--- config.mk ---
export PLATFORM = sky130hd
export DESIGN_NAME = trz_cmdq
export DESIGN_NICKNAME = d
export VERILOG_FILES = /design/src/rtl/core/trz_pkg.sv /design/src/rtl/core/trz_cmdq.sv
export SDC_FILE = /design/constraint.sdc
export NUM_CORES = 1
export LEC_CHECK = 0
export BUFFER_PORTS_ARGS = -buffer_cell sky130_fd_sc_hd__buf_2
export CORE_MARGIN = 4
export CORE_UTILIZATION = 53
export DETAILED_ROUTE_END_ITERATION = 8
export GPL_ROUTABILITY_DRIVEN = 0
export PLACE_DENSITY = 0.9
export SETUP_SLACK_MARGIN = 0.4
export SLEW_MARGIN = 30
export SYNTH_ARGS = -nofsm -noshare
export SYNTH_HDL_FRONTEND = slang
export SYNTH_SLANG_ARGS = --single-unit
--- constraint.sdc ---
create_clock -name clk -period 17.4 [get_ports clk]
set_input_delay 3.48 -clock clk [delete_from_list [all_inputs] [get_ports clk]]
set_output_delay 3.48 -clock clk [all_outputs]
set_load 0.05 [all_outputs]
--- src/rtl/core/trz_pkg.sv ---
// trz_pkg: shared types, codes and constants of the triangle rasterizer core
// used by every module under rtl/core; depends on nothing
package trz_pkg;

  // default store geometry
  localparam int MAX_WIDTH_DEF  = 256;
  localparam int MAX_HEIGHT_DEF = 256;

  // depth of the command queue between front and back
  localparam int QUEUE_DEPTH = 2;

  // operation codes on in_tuser
  localparam logic [1:0] FUNC_CLEAR = 2'd0;
  localparam logic [1:0] FUNC_DRAW  = 2'd1;
  localparam logic [1:0] FUNC_READ  = 2'd2;

  // configuration register indexes
  localparam logic [1:0] CFG_WIDTH  = 2'd0;
  localparam logic [1:0] CFG_HEIGHT = 2'd1;
  localparam logic [1:0] CFG_CCOLOR = 2'd2;
  localparam logic [1:0] CFG_CDEPTH = 2'd3;

  // configuration reset values
  localparam logic [8:0]         WIDTH_RST  = 9'd256;
  localparam logic [8:0]         HEIGHT_RST = 9'd256;
  localparam logic [23:0]        CCOLOR_RST = 24'd255;
  localparam logic signed [23:0] CDEPTH_RST = -24'sd100000;

  // divider geometry: numerator 2*diff*num (+ den except for the span step), denominator 2*den
  localparam int DIV_NW = 46;
  localparam int DIV_DW = 17;

  // classified command kind
  typedef enum logic [1:0] {
    K_CLEAR = 2'd0,
    K_DRAW  = 2'd1,
    K_READ  = 2'd2,
    K_NOP   = 2'd3
  } kind_t;

  typedef struct packed {
    logic signed [15:0] x;
    logic signed [15:0] y;
    logic signed [23:0] z;
  } vtx_t;

  // command handed from front to back, vertices already ordered by y
  typedef struct packed {
    kind_t        kind;
    vtx_t         v0;
    vtx_t         v1;
    vtx_t         v2;
    logic [15:0]  total;
    logic [15:0]  h01;
    logic [15:0]  h12;
    logic [23:0]  color;
    logic [15:0]  rindex;
  } cmd_t;

  // frame settings as seen by the back end
  typedef struct packed {
    logic [8:0]         fw;
    logic [8:0]         fh;
    logic [23:0]        clear_color;
    logic signed [23:0] clear_depth;
  } cfg_t;

  typedef struct packed {
    logic [23:0]        read_color;
    logic signed [23:0] read_depth;
    logic [16:0]        pixels_written;
  } res_t;

endpackage

--- src/rtl/core/trz_cmdq.sv ---
// trz_cmdq: short command queue between front and back
// depends on trz_pkg
module trz_cmdq #(
  parameter int DEPTH = trz_pkg::QUEUE_DEPTH
) (
  input  logic          clk,
  input  logic          rst_n,
  input  logic          push,
  input  trz_pkg::cmd_t push_cmd,
  output logic          full,
  input  logic          pop,
  output trz_pkg::cmd_t pop_cmd,
  output logic          not_empty
);

  localparam int PW = (DEPTH > 1) ? $clog2(DEPTH) : 1;
  localparam int CW = $clog2(DEPTH + 1);

  trz_pkg::cmd_t slot_r [DEPTH];
  logic [PW-1:0] wr_ptr_r, rd_ptr_r;
  logic [CW-1:0] count_r;

  assign full      = (count_r == CW'(DEPTH));
  assign not_empty = (count_r != '0);
  assign pop_cmd   = slot_r[rd_ptr_r];

  // pointers and fill count
  always_ff @(posedge clk) begin
    if (!rst_n) begin
      wr_ptr_r <= '0;
      rd_ptr_r <= '0;
      count_r  <= '0;
    end else begin
      if (push) begin
        wr_ptr_r <= (wr_ptr_r == PW'(DEPTH - 1)) ? '0 : wr_ptr_r + 1'b1;
      end
      if (pop) begin
        rd_ptr_r <= (rd_ptr_r == PW'(DEPTH - 1)) ? '0 : rd_ptr_r + 1'b1;
      end
      case ({push, pop})
        2'b10:   count_r <= count_r + 1'b1;
        2'b01:   count_r <= count_r - 1'b1;
        default: count_r <= count_r;
      endcase
    end
  end

  // entry storage
  always_ff @(posedge clk) begin
    if (push) begin
      slot_r[wr_ptr_r] <= push_cmd;
    end
  end

endmodule

* After elaboration in Yosys (flattened, before gate mapping)
Memories as Yosys holds them, arrays and structs flattened. A register that Yosys moved wholly into a read port is not among the register bits. Index checks and enable logic that the tools add are counted.
Storage, ports and cells: register bits 4, memories 1, output and inout bits 260, input port bits 262, RAM bits 516
Operators by class: equal/unequal tests 3, multiplexer cells 7, add/subtract/negate cells 4, reductions and logical operators 2
Memories:
- slot_r | words 2, bits a word 258, read ports 1, clocked after Yosys merged registers in 1, write ports 1, line trz_cmdq.sv:19 | trz_pkg::cmd_t slot_r [DEPTH];
Operators by type and width (number):
- $mux 1 | 6
- $eq 2x2->1 const B | 2
- $pmux 2 s2 | 1
- $reduce_bool 2->1 | 2
- $add 1x1->1 const B | 2
- $add 2x1->2 const B | 1
- $eq 2x1->1 const B | 1
- $sub 2x1->2 const B | 1

* Depth between registers and ports, before layout
word-level depth 4, mapped depth 5, mapped depth without buffers 5

* Worst setup path after synthesis
No wires, ideal clock.
path kind in2reg, start in push, end reg wr_ptr_r, arrival 15.193 ns, buffers on the path 0, stages on the path 3, slack 2.098 ns, setup time 0.109 ns, cell sequence inv_1 nor2_1 o21a_1
RTL lines:
- start: declaration | line trz_cmdq.sv:8 | input logic push,
- end signal: assignment | line trz_cmdq.sv:35 | wr_ptr_r <= (wr_ptr_r == PW'(DEPTH - 1)) ? '0 : wr_ptr_r + 1'b1;
- end: declaration | line trz_cmdq.sv:20 | logic [PW-1:0] wr_ptr_r, rd_ptr_r;

==> results by group <==
Yosys
  • Sequential share of the synthesized area: 0.792
  • Syn Area/Cell: 23.9 um2
  • Syn. warnings: 0
  • Mux cell area share after synthesis: 0.186
  • Compound-cell area share of the yosys netlist: 0.00102
  • Yosys reg bits: 521
  • Simple logic cell fraction of the synthesized area: 0.00280
  • Syn_nets: 1088
  • Cells after Synth: 825
  • Main combinational cell family by area after synthesis: multiplexers
  • Synth Area in Adders: 0.000636
  • Count of cell types in the netlist: 20
  • Post-Syn Area: 19700 um2
  • Synth Area in XOR/XNOR: 0.00133

Floorplanning
  • Chip width: 201 um
  • Num ports: 522
  • Die area: 40300 um2
  • Core Area: 36600 um2
  • Initial Util: 0.538
  • Die Ht: 201 um
  • Site Rows: 70

STA
  • F_max: 0.151 GHz
  • PnR worst setup slack: 10760 ps
  • Fin. Hold Viols: 0
  • Final Setup Violations: 0
  • Max Slew Vio Count: 0
  • Post-route setup TNS: 0 ps
  • Worst slew pin tran: 853 ps
  • Unrepaired setup endpoints after global routing: no
  • Slew Limit Headroom: 0.431
  • Final period util: 0.382
  • Clk_skew: 14.4 ps
  • Period minus WS final: 6640 ps

Clock network
  • CTS Sinks: 521
  • CTS resizes: 0
  • H-tree depth: 2
  • Setup Buffers After CTS: 0
  • TritonCTS clock tree: built
  • Clk_lat worst skew: 560 ps
  • CTS Hold Bufs: 0
  • Clock buffer depth: 3
  • Worst-path clk slew: 60 ps
  • CTS root buffer: clkbuf_16
  • Total CTS buffers: 50

Routing
  • Routed wire length: 46400 um
  • WL/cell: 24.6 um
  • Vias: 10100
  • Post-route ant nets: 0
  • Vias per inst: 5.35
  • Pre-Repair DR Iteration Count: 7
  • DRC viols: 0
  • First DRT Iteration DRCs: 689

Finish
  • Area grow syn2layout: 23.9%
  • Share of layout cells above drive strength 1: 0.610
  • Final net count: 1643
  • Fillers: 2283

Critical path
  • Crit Path Class: reg -> out
  • Worst reg2reg path startpoint: wr_ptr_r
  • Worst-path fanout max: 69
  • Startpoint types: flop
  • CP arrival: 3160 ps
  • Required @ worst endpoint: 13920 ps
  • Critical path capture point type: primary output

Pwr
  • Pleak: 9.59 nW
  • Max VDD drop: 0.126 mV
  • Power density cells: 126 nW/um2
  • Final Total Pwr: 3.08 mW

Placement
  • I/O Buffers: 521
  • Pre-CTS setup slack: 10990 ps
  • DP Wirelength: 32000 um

Run
  • MaxCap Viol Count: 0

Outcome
  • Status: complete, no violations

Global route
  • Gr ovfl total: 0
  • Largest net degree at the start of global routing: 127
  • Antenna violations before repair: 11
  • Number of global-route vias before repair: 10800
  • Total track usage: 0.224
  • First-pass GRT wire length: 68200 um

Hold path
  • Worst min path class: reg -> reg
  • HP Start: count_r[1]
[cells in the final DEF (no fill, tap or decap), types with 2 or more instances in the layout]
cell type and instances:
and2_1 3, buf_12 2, buf_2 521, buf_4 3, buf_6 5, bufinv_16 6, clkbuf_1 11, clkbuf_16 53
clkbuf_8 2, clkinv_1 7, clkinv_2 6, clkinv_4 2, dfxtp_1 4, diode_2 7, edfxtp_1 516, mux2_2 57
mux2_4 201, xnor2_1 2
[cell type report]
cell class / count / area [um2] / share of cell area
antenna: 7 / 17.5 / 0.000718
clock buffer: 66 / 1400 / 0.0572
clock inverter: 22 / 262 / 0.0107
inverter: 1 / 3.75 / 0.000154
multi-input combinational: 274 / 3780 / 0.155
sequential: 521 / 15600 / 0.639
tap: 468 / 586 / 0.0240
timing repair buffer: 532 / 2750 / 0.113
[power by group]
group	switching [mW]	internal, mW
combinational	0.354	0.160
sequential	0.0236	1.45
clock	0.439	0.650
[logic make-up (layout without fill, tap and decap cells)]
kind of cell,count (synthesis),in the layout
AO/OA/AOI/OAI,3,3
XOR/XNOR,3,3
adder cells (fa/ha/maj),1,1
buffers and inverters,30,621
flip-flops,521,521
multiplexers,258,258
other,0,7
AND/OR/NAND/NOR,9,9
[registers in the layout, indices dropped and copies added, names as in the netlist, named ones only]
signal,count
wr_ptr_r,1
count_r,2
rd_ptr_r,1
slot_r,516
[per-stage QoR]
stage	area, um2	hold WS (ps)	utilization	instances
after floorplan	19700	461	-	825
after global placement	22700	474	0.619	1794
after detailed placement	22700	537	0.620	1795
after CTS	24300	547	0.665	1883
after global routing	24400	612	0.666	1889
final	24400	548	0.666	1891
[synth_stat cells, drive strengths merged]
library cell  count  area, um2
or2               1       6.26
o21a              1       7.51
or3               1       6.26
a21boi            1       7.51
inv               1       3.75
xor2              1       8.76
buf              29        315
o21ai             1       5.00
dfxtp             5        100
mux2            258       3660
and2b             1       7.51
nor2              1       3.75
and2              4       25.0
ha                1       12.5
xnor2             2       17.5
edfxtp          516      15500
nor2b             1       6.26
[critical path: stages, from the launching register on]
cell,delay (ps)
dfxtp_4,700
buf_12,310
buf_12,400
buf_16,430
mux2_4,350
buf_2,220
[path summary, 6_finish.rpt]
path	cells after the start	slack, ps	to
max reg2reg	3	14420	slot_r[1][171]
max	5	10760	pop_cmd[53]
min	2	550	count_r[1]
min reg2reg	2	550	count_r[1]
[layer usage]
layer	global-route usage	part of all wire
met5	0	0.00058
met4	0.0836	0.030
met3	0.0779	0.10
met2	0.398	0.53
met1	0.250	0.34
No activity file was read; power rests on OpenSTA's default activity.
