File: src/rtl/core/trz_pkg.sv
// trz_pkg: shared types, codes and constants of the triangle rasterizer core
// used by every module under rtl/core; depends on nothing
package trz_pkg;

  // default store geometry
  localparam int MAX_WIDTH_DEF  = 256;
  localparam int MAX_HEIGHT_DEF = 256;

  // depth of the command queue between front and back
  localparam int QUEUE_DEPTH = 2;

  // operation codes on in_tuser
  localparam logic [1:0] FUNC_CLEAR = 2'd0;
  localparam logic [1:0] FUNC_DRAW  = 2'd1;
  localparam logic [1:0] FUNC_READ  = 2'd2;

  // configuration register indexes
  localparam logic [1:0] CFG_WIDTH  = 2'd0;
  localparam logic [1:0] CFG_HEIGHT = 2'd1;
  localparam logic [1:0] CFG_CCOLOR = 2'd2;
  localparam logic [1:0] CFG_CDEPTH = 2'd3;

  // configuration reset values
  localparam logic [8:0]         WIDTH_RST  = 9'd256;
  localparam logic [8:0]         HEIGHT_RST = 9'd256;
  localparam logic [23:0]        CCOLOR_RST = 24'd255;
  localparam logic signed [23:0] CDEPTH_RST = -24'sd100000;

  // divider geometry: numerator 2*diff*num (+ den except for the span step), denominator 2*den
  localparam int DIV_NW = 46;
  localparam int DIV_DW = 17;

  // classified command kind
  typedef enum logic [1:0] {
    K_CLEAR = 2'd0,
    K_DRAW  = 2'd1,
    K_READ  = 2'd2,
    K_NOP   = 2'd3
  } kind_t;

  typedef struct packed {
    logic signed [15:0] x;
    logic signed [15:0] y;
    logic signed [23:0] z;
  } vtx_t;

  // command handed from front to back, vertices already ordered by y
  typedef struct packed {
    kind_t        kind;
    vtx_t         v0;
    vtx_t         v1;
    vtx_t         v2;
    logic [15:0]  total;
    logic [15:0]  h01;
    logic [15:0]  h12;
    logic [23:0]  color;
    logic [15:0]  rindex;
  } cmd_t;

  // frame settings as seen by the back end
  typedef struct packed {
    logic [8:0]         fw;
    logic [8:0]         fh;
    logic [23:0]        clear_color;
    logic signed [23:0] clear_depth;
  } cfg_t;

  typedef struct packed {
    logic [23:0]        read_color;
    logic signed [23:0] read_depth;
    logic [16:0]        pixels_written;
  } res_t;

endpackage

File: src/rtl/core/trz_front.sv
// trz_front: accepts input beats, decodes the operation and orders vertices by y
// depends on trz_pkg
module trz_front (
  input  logic                in_tvalid,
  output logic                in_tready,
  input  logic [207:0]        in_tdata,
  input  logic [1:0]          in_tuser,
  input  logic                q_full,
  output logic                q_push,
  output trz_pkg::cmd_t       q_cmd
);

  trz_pkg::vtx_t v0, v1, v2;
  trz_pkg::vtx_t a, b, c, t;
  logic signed [16:0] d_total, d_h01, d_h12;
  logic degen;

  // unpack vertices
  assign v0 = '{x: in_tdata[15:0],    y: in_tdata[31:16],   z: in_tdata[55:32]};
  assign v1 = '{x: in_tdata[71:56],   y: in_tdata[87:72],   z: in_tdata[111:88]};
  assign v2 = '{x: in_tdata[127:112], y: in_tdata[143:128], z: in_tdata[167:144]};

  assign in_tready = !q_full;
  assign q_push    = in_tvalid && !q_full;

  // three compare-swaps on y
  always_comb begin
    a = v0;
    b = v1;
    c = v2;
    t = v0;
    if (a.y > b.y) begin
      t = a; a = b; b = t;
    end
    if (a.y > c.y) begin
      t = a; a = c; c = t;
    end
    if (b.y > c.y) begin
      t = b; b = c; c = t;
    end
  end

  assign degen   = (v0.y == v1.y) && (v0.y == v2.y);
  assign d_total = {c.y[15], c.y} - {a.y[15], a.y};
  assign d_h01   = {b.y[15], b.y} - {a.y[15], a.y};
  assign d_h12   = {c.y[15], c.y} - {b.y[15], b.y};

  // classify
  always_comb begin
    q_cmd.v0     = a;
    q_cmd.v1     = b;
    q_cmd.v2     = c;
    q_cmd.total  = d_total[15:0];
    q_cmd.h01    = d_h01[15:0];
    q_cmd.h12    = d_h12[15:0];
    q_cmd.color  = in_tdata[191:168];
    q_cmd.rindex = in_tdata[207:192];
    case (in_tuser)
      trz_pkg::FUNC_CLEAR: q_cmd.kind = trz_pkg::K_CLEAR;
      trz_pkg::FUNC_DRAW:  q_cmd.kind = degen ? trz_pkg::K_NOP : trz_pkg::K_DRAW;
      trz_pkg::FUNC_READ:  q_cmd.kind = trz_pkg::K_READ;
      default:             q_cmd.kind = trz_pkg::K_NOP;
    endcase
  end

endmodule

File: config.mk
export PLATFORM = sky130hd
export DESIGN_NAME = trz_front
export DESIGN_NICKNAME = d
export VERILOG_FILES = /design/src/rtl/core/trz_pkg.sv /design/src/rtl/core/trz_front.sv
export SDC_FILE = /design/constraint.sdc
export NUM_CORES = 1
export LEC_CHECK = 0
export ABC_AREA = 1
export BUFFER_PORTS_ARGS = -buffer_cell sky130_fd_sc_hd__buf_2
export CAP_MARGIN = 40
export CORE_AREA = 4 4 182 184
export DETAILED_ROUTE_END_ITERATION = 8
export DIE_AREA = 0 0 186 188
export PLACE_DENSITY = 0.66
export SYNTH_ARGS = -nofsm -noshare
export SYNTH_HDL_FRONTEND = slang
export SYNTH_SLANG_ARGS = --single-unit
File: constraint.sdc
create_clock -name vclk -period 6.58
set_clock_uncertainty 0.2 [all_clocks]
set_input_delay 0 -clock vclk [all_inputs]
set_output_delay 0 -clock vclk [all_outputs]
set_load 0.01 [all_outputs]
## Word level (Yosys, flattened, before mapping)

Cells that the tools add are included.

| storage, ports and cells | value |
|---|---|
| flip-flop bits (word level) | 0 |
| word-level logic and storage cells | 22 |
| input port bits | 212 |

| cells by class | value |
|---|---|
| muxes and demuxes | 8 |
| equality and inequality tests | 4 |
| order comparisons | 3 |
| $add $sub $neg | 3 |
| reductions and logical operators | 4 |

Operator list:

| cell | count |
|---|---|
| two-way mux 56 bit | 6 |
| greater-than comparator 16 bit | 3 |
| subtractor 16 bit | 3 |
| equality test 16 bit | 2 |
| case mux 2 bit (3 select lines) | 1 |
| equality test 2 x 1 -> 1 bit (second input constant) | 1 |
| equality test 2 bit (second input constant) | 1 |
| logical AND 1 bit | 2 |
| zero test 2 bit | 1 |
| two-way mux 2 bit | 1 |
| zero test 1 bit | 1 |

## Longest topological paths before layout

| logic depth | value |
|---|---|
| word-level depth | 7 |
| depth in mapped cells | 61 |

## Least setup slack after synthesis

Ideal clock, no wire load.

| path | value |
|---|---|
| kind | input port to output port |
| from | in in_tdata[87] |
| to | out q_cmd[84] (netlist name) |
| arrival time | 5.753 ns |
| cell stages on the path | 53 |
| buffers on the path | 5 |
| path slack | 0.627 ns |
| cell sequence | inv_1 ha_1 nand2_2 nor3_4 nand2_1 nand2_1 nand2_1 nand2_2 nand2_2 buf_6 buf_6 nand2_1 o21a_1 inv_1 ha_1 nand2_1 inv_1 nand3_1 [... 17 more ...] nand2_1 nand2_1 nand2_1 nand3_2 buf_4 nand3_1 o21ai_2 ha_1 fa_1 o21ai_0 nand3_1 nand3_1 nand2_1 nand2_1 nand2_1 nand2_1 nand2_1 nand2_1 |

RTL lines:

| item | line | text |
|---|---|---|
| start, declared | trz_front.sv:6 | `input logic [207:0] in_tdata,` |
| end, declared | trz_front.sv:10 | `output trz_pkg::cmd_t q_cmd` |

==> run metrics <==
chip height=approximately 190 um; GR Util All Layers=0.242; DRT Pass-1 Iters=7; Post-Syn Area=around 8700 um2; register area=0 um2; Worst Hold Class=primary input to primary output; Area Overhead vs Synth=47.4%; pin slew with the least headroom to its limit=roughly 0.82 ns; YS warnings=0; die area=35000 um2; drt drc=0; Commonest cells post-synth=615 x nand2_1, 248 x inv_1, 214 x o21ai_0, 142 x nand3_1, 84 x nor2_1; vias per inst=around 5; Achievable Freq=0.160 GHz; core outline area=31400 um2; min Tclk post-route=6.23 ns; GPL Wtd Cong=between 0.9 and 1; routed wire length per instance=around 18 um; DP Wirelength=38.7 mm; Routed WL=47.1 mm; CLK BUF=0; die width=186 um; WP data arrival=a little over 6 ns; Starting Density=0.278; Peak VDD IR=between 0.0003 and 0.0004 V; Synth Instances=1749; row count=between 60 and 70; Startpoint Class=primary input; GRT Residual Overflow=0; Avg Cell Area, Syn=approximately 5 um2; top cells by area, synth=nand2_1 26%, o21ai_0 12%, inv_1 11%; Filler cells=3448; crit end category=primary output; sequential area share after synthesis=0; ratio of cells with drive above 1 in the final layout=0.332; antenna viol nets, final=0; cell with the most instances after synthesis=nand2_1; total of max-cap violations=0; Place WS=-0.0569 ns; Pwr per Cell Area=between 600 and 700 nW/um2; syn nets=around 2000; post-synth top area cell=nand2_1; final worst setup slack=between 0.3 and 0.4 ns; Setup Crit Path Kind=primary input to primary output; Leakage Power=around 7.4 nW; WP data required=6.38 ns; layout sequential cell count=0; vias in the first global route=between 10000 and 15000; setup TNS=0 ns; most used cell, CP=nand2_1; Cell variety after synth=46; Synth top area share=0.264; Crit-path slowest cell=ha_4; NumNets Final=approximately 2500; initial antenna violation count=13; Max-Slew Margin vs Limit=0.453; largest net degree at the start of global routing=97; crit-path max FO=8; Final Hold Vio Count=0; period utilisation layout=0.947; status=finished clean; peak per-stage delay on the critical path=around 0.26 ns; RSZ-0062 raised after global routing=yes; Slew Limit Fails=0; area of the multi-input gates=between 7000 and 8000 um2; via count=roughly 13000; I/O Pins=roughly 470; final setup vio count=0; Port Buf Inserts=392; initial DRC count=roughly 840; first-pass GRT wire length=~68 mm
-- final timing paths --
kind / slack, ns / start / end / cells past startpoint
hold / removal: 0.03 / in_tuser[0] / q_cmd[256] / 2
setup / recovery: 0.35 / in_tdata[81] / q_cmd[68] / 54
-- logic make-up after synthesis --
group	share of synthesized area
buf+inv	0.190
compound gates	0.217
fa+ha+maj	0.111
simple gates	0.450
xor+xnor	0.0321
-- repair_timing --
action | CTS | global route
cloned | 1 | 9
pin swaps | 2 | 34
hold buffers | 40 | 0
setup endpoints to repair | 8 | 77
resized for setup | 4 | 160
buffers inserted | 1 | 23
endpoints found under the hold margin | 40 | 0
-- metrics by stage --
stage,utilization,power (W),instances,hold WS (ns),cell area (um2)
after CTS,0.372,0.00731,2554,0.0313,11700
after global placement,0.358,0.00720,2512,-0.200,11200
final,0.410,0.00786,2590,0.0321,12900
after global routing,0.410,0.00859,2589,0.0410,12900
after detailed placement,0.358,0.00724,2512,-0.200,11200
after floorplan,-,0.00433,1749,-0.156,8730
-- cells in the final DEF, fill, tap and decap left out, types with 5 or more instances in the layout --
| master | count |
|---|---|
| buf_12 | 7 |
| nand2_4 | 5 |
| o21ai_2 | 21 |
| buf_2 | 388 |
| nand4_1 | 8 |
| nand3_4 | 6 |
| nand3_1 | 119 |
| inv_1 | 240 |
| ha_4 | 26 |
| buf_6 | 6 |
| dlygate4sd3_1 | 40 |
| o21ai_0 | 207 |
| xor2_1 | 28 |
| buf_4 | 102 |
| nor2_2 | 12 |
| nor2_1 | 74 |
| o21ai_1 | 19 |
| nand3_2 | 32 |
| a21oi_1 | 59 |
| nand2_8 | 5 |
| nor4_1 | 6 |
| clkbuf_16 | 7 |
| a21oi_2 | 16 |
| inv_2 | 11 |
| nand2_1 | 584 |
| nand2_2 | 58 |
| o22ai_1 | 5 |
| ha_1 | 47 |
-- power breakdown --
part / internal, W / switching (W)
Clock: 0.0000000000813 / 0
Combinational: 0.00292 / 0.00494
Sequential: 0 / 0
-- per-layer routing --
| layer | GRT usage | vias to the layer above | share of wire |
|---|---|---|---|
| met5 | 0 | - | 0.0016 |
| met4 | 0.0860 | 12 | 0.048 |
| met3 | 0.0384 | 112 | 0.069 |
| met2 | 0.465 | 551 | 0.51 |
| met1 | 0.263 | 5854 | 0.37 |
| li1 | - | 6435 | - |
-- worst max-delay path, delay by kind of cell --
kind / cells / cell delay, ns
buffers and inverters: 14 / 1.55
AND/OR/NAND/NOR: 29 / 2.68
adder cells (fa/ha/maj): 4 / 0.95
AO/OA/AOI/OAI: 7 / 0.83
-- cell type report --
| cell class | count | share of cell area |
|---|---|---|
| multi-input combinational | 1379 | 0.611 |
| timing repair buffer | 552 | 0.275 |
| inverter | 253 | 0.0746 |
| tap | 402 | 0.0391 |
| antenna | 4 | 0.000778 |
(Power assumes the default switching activity.)
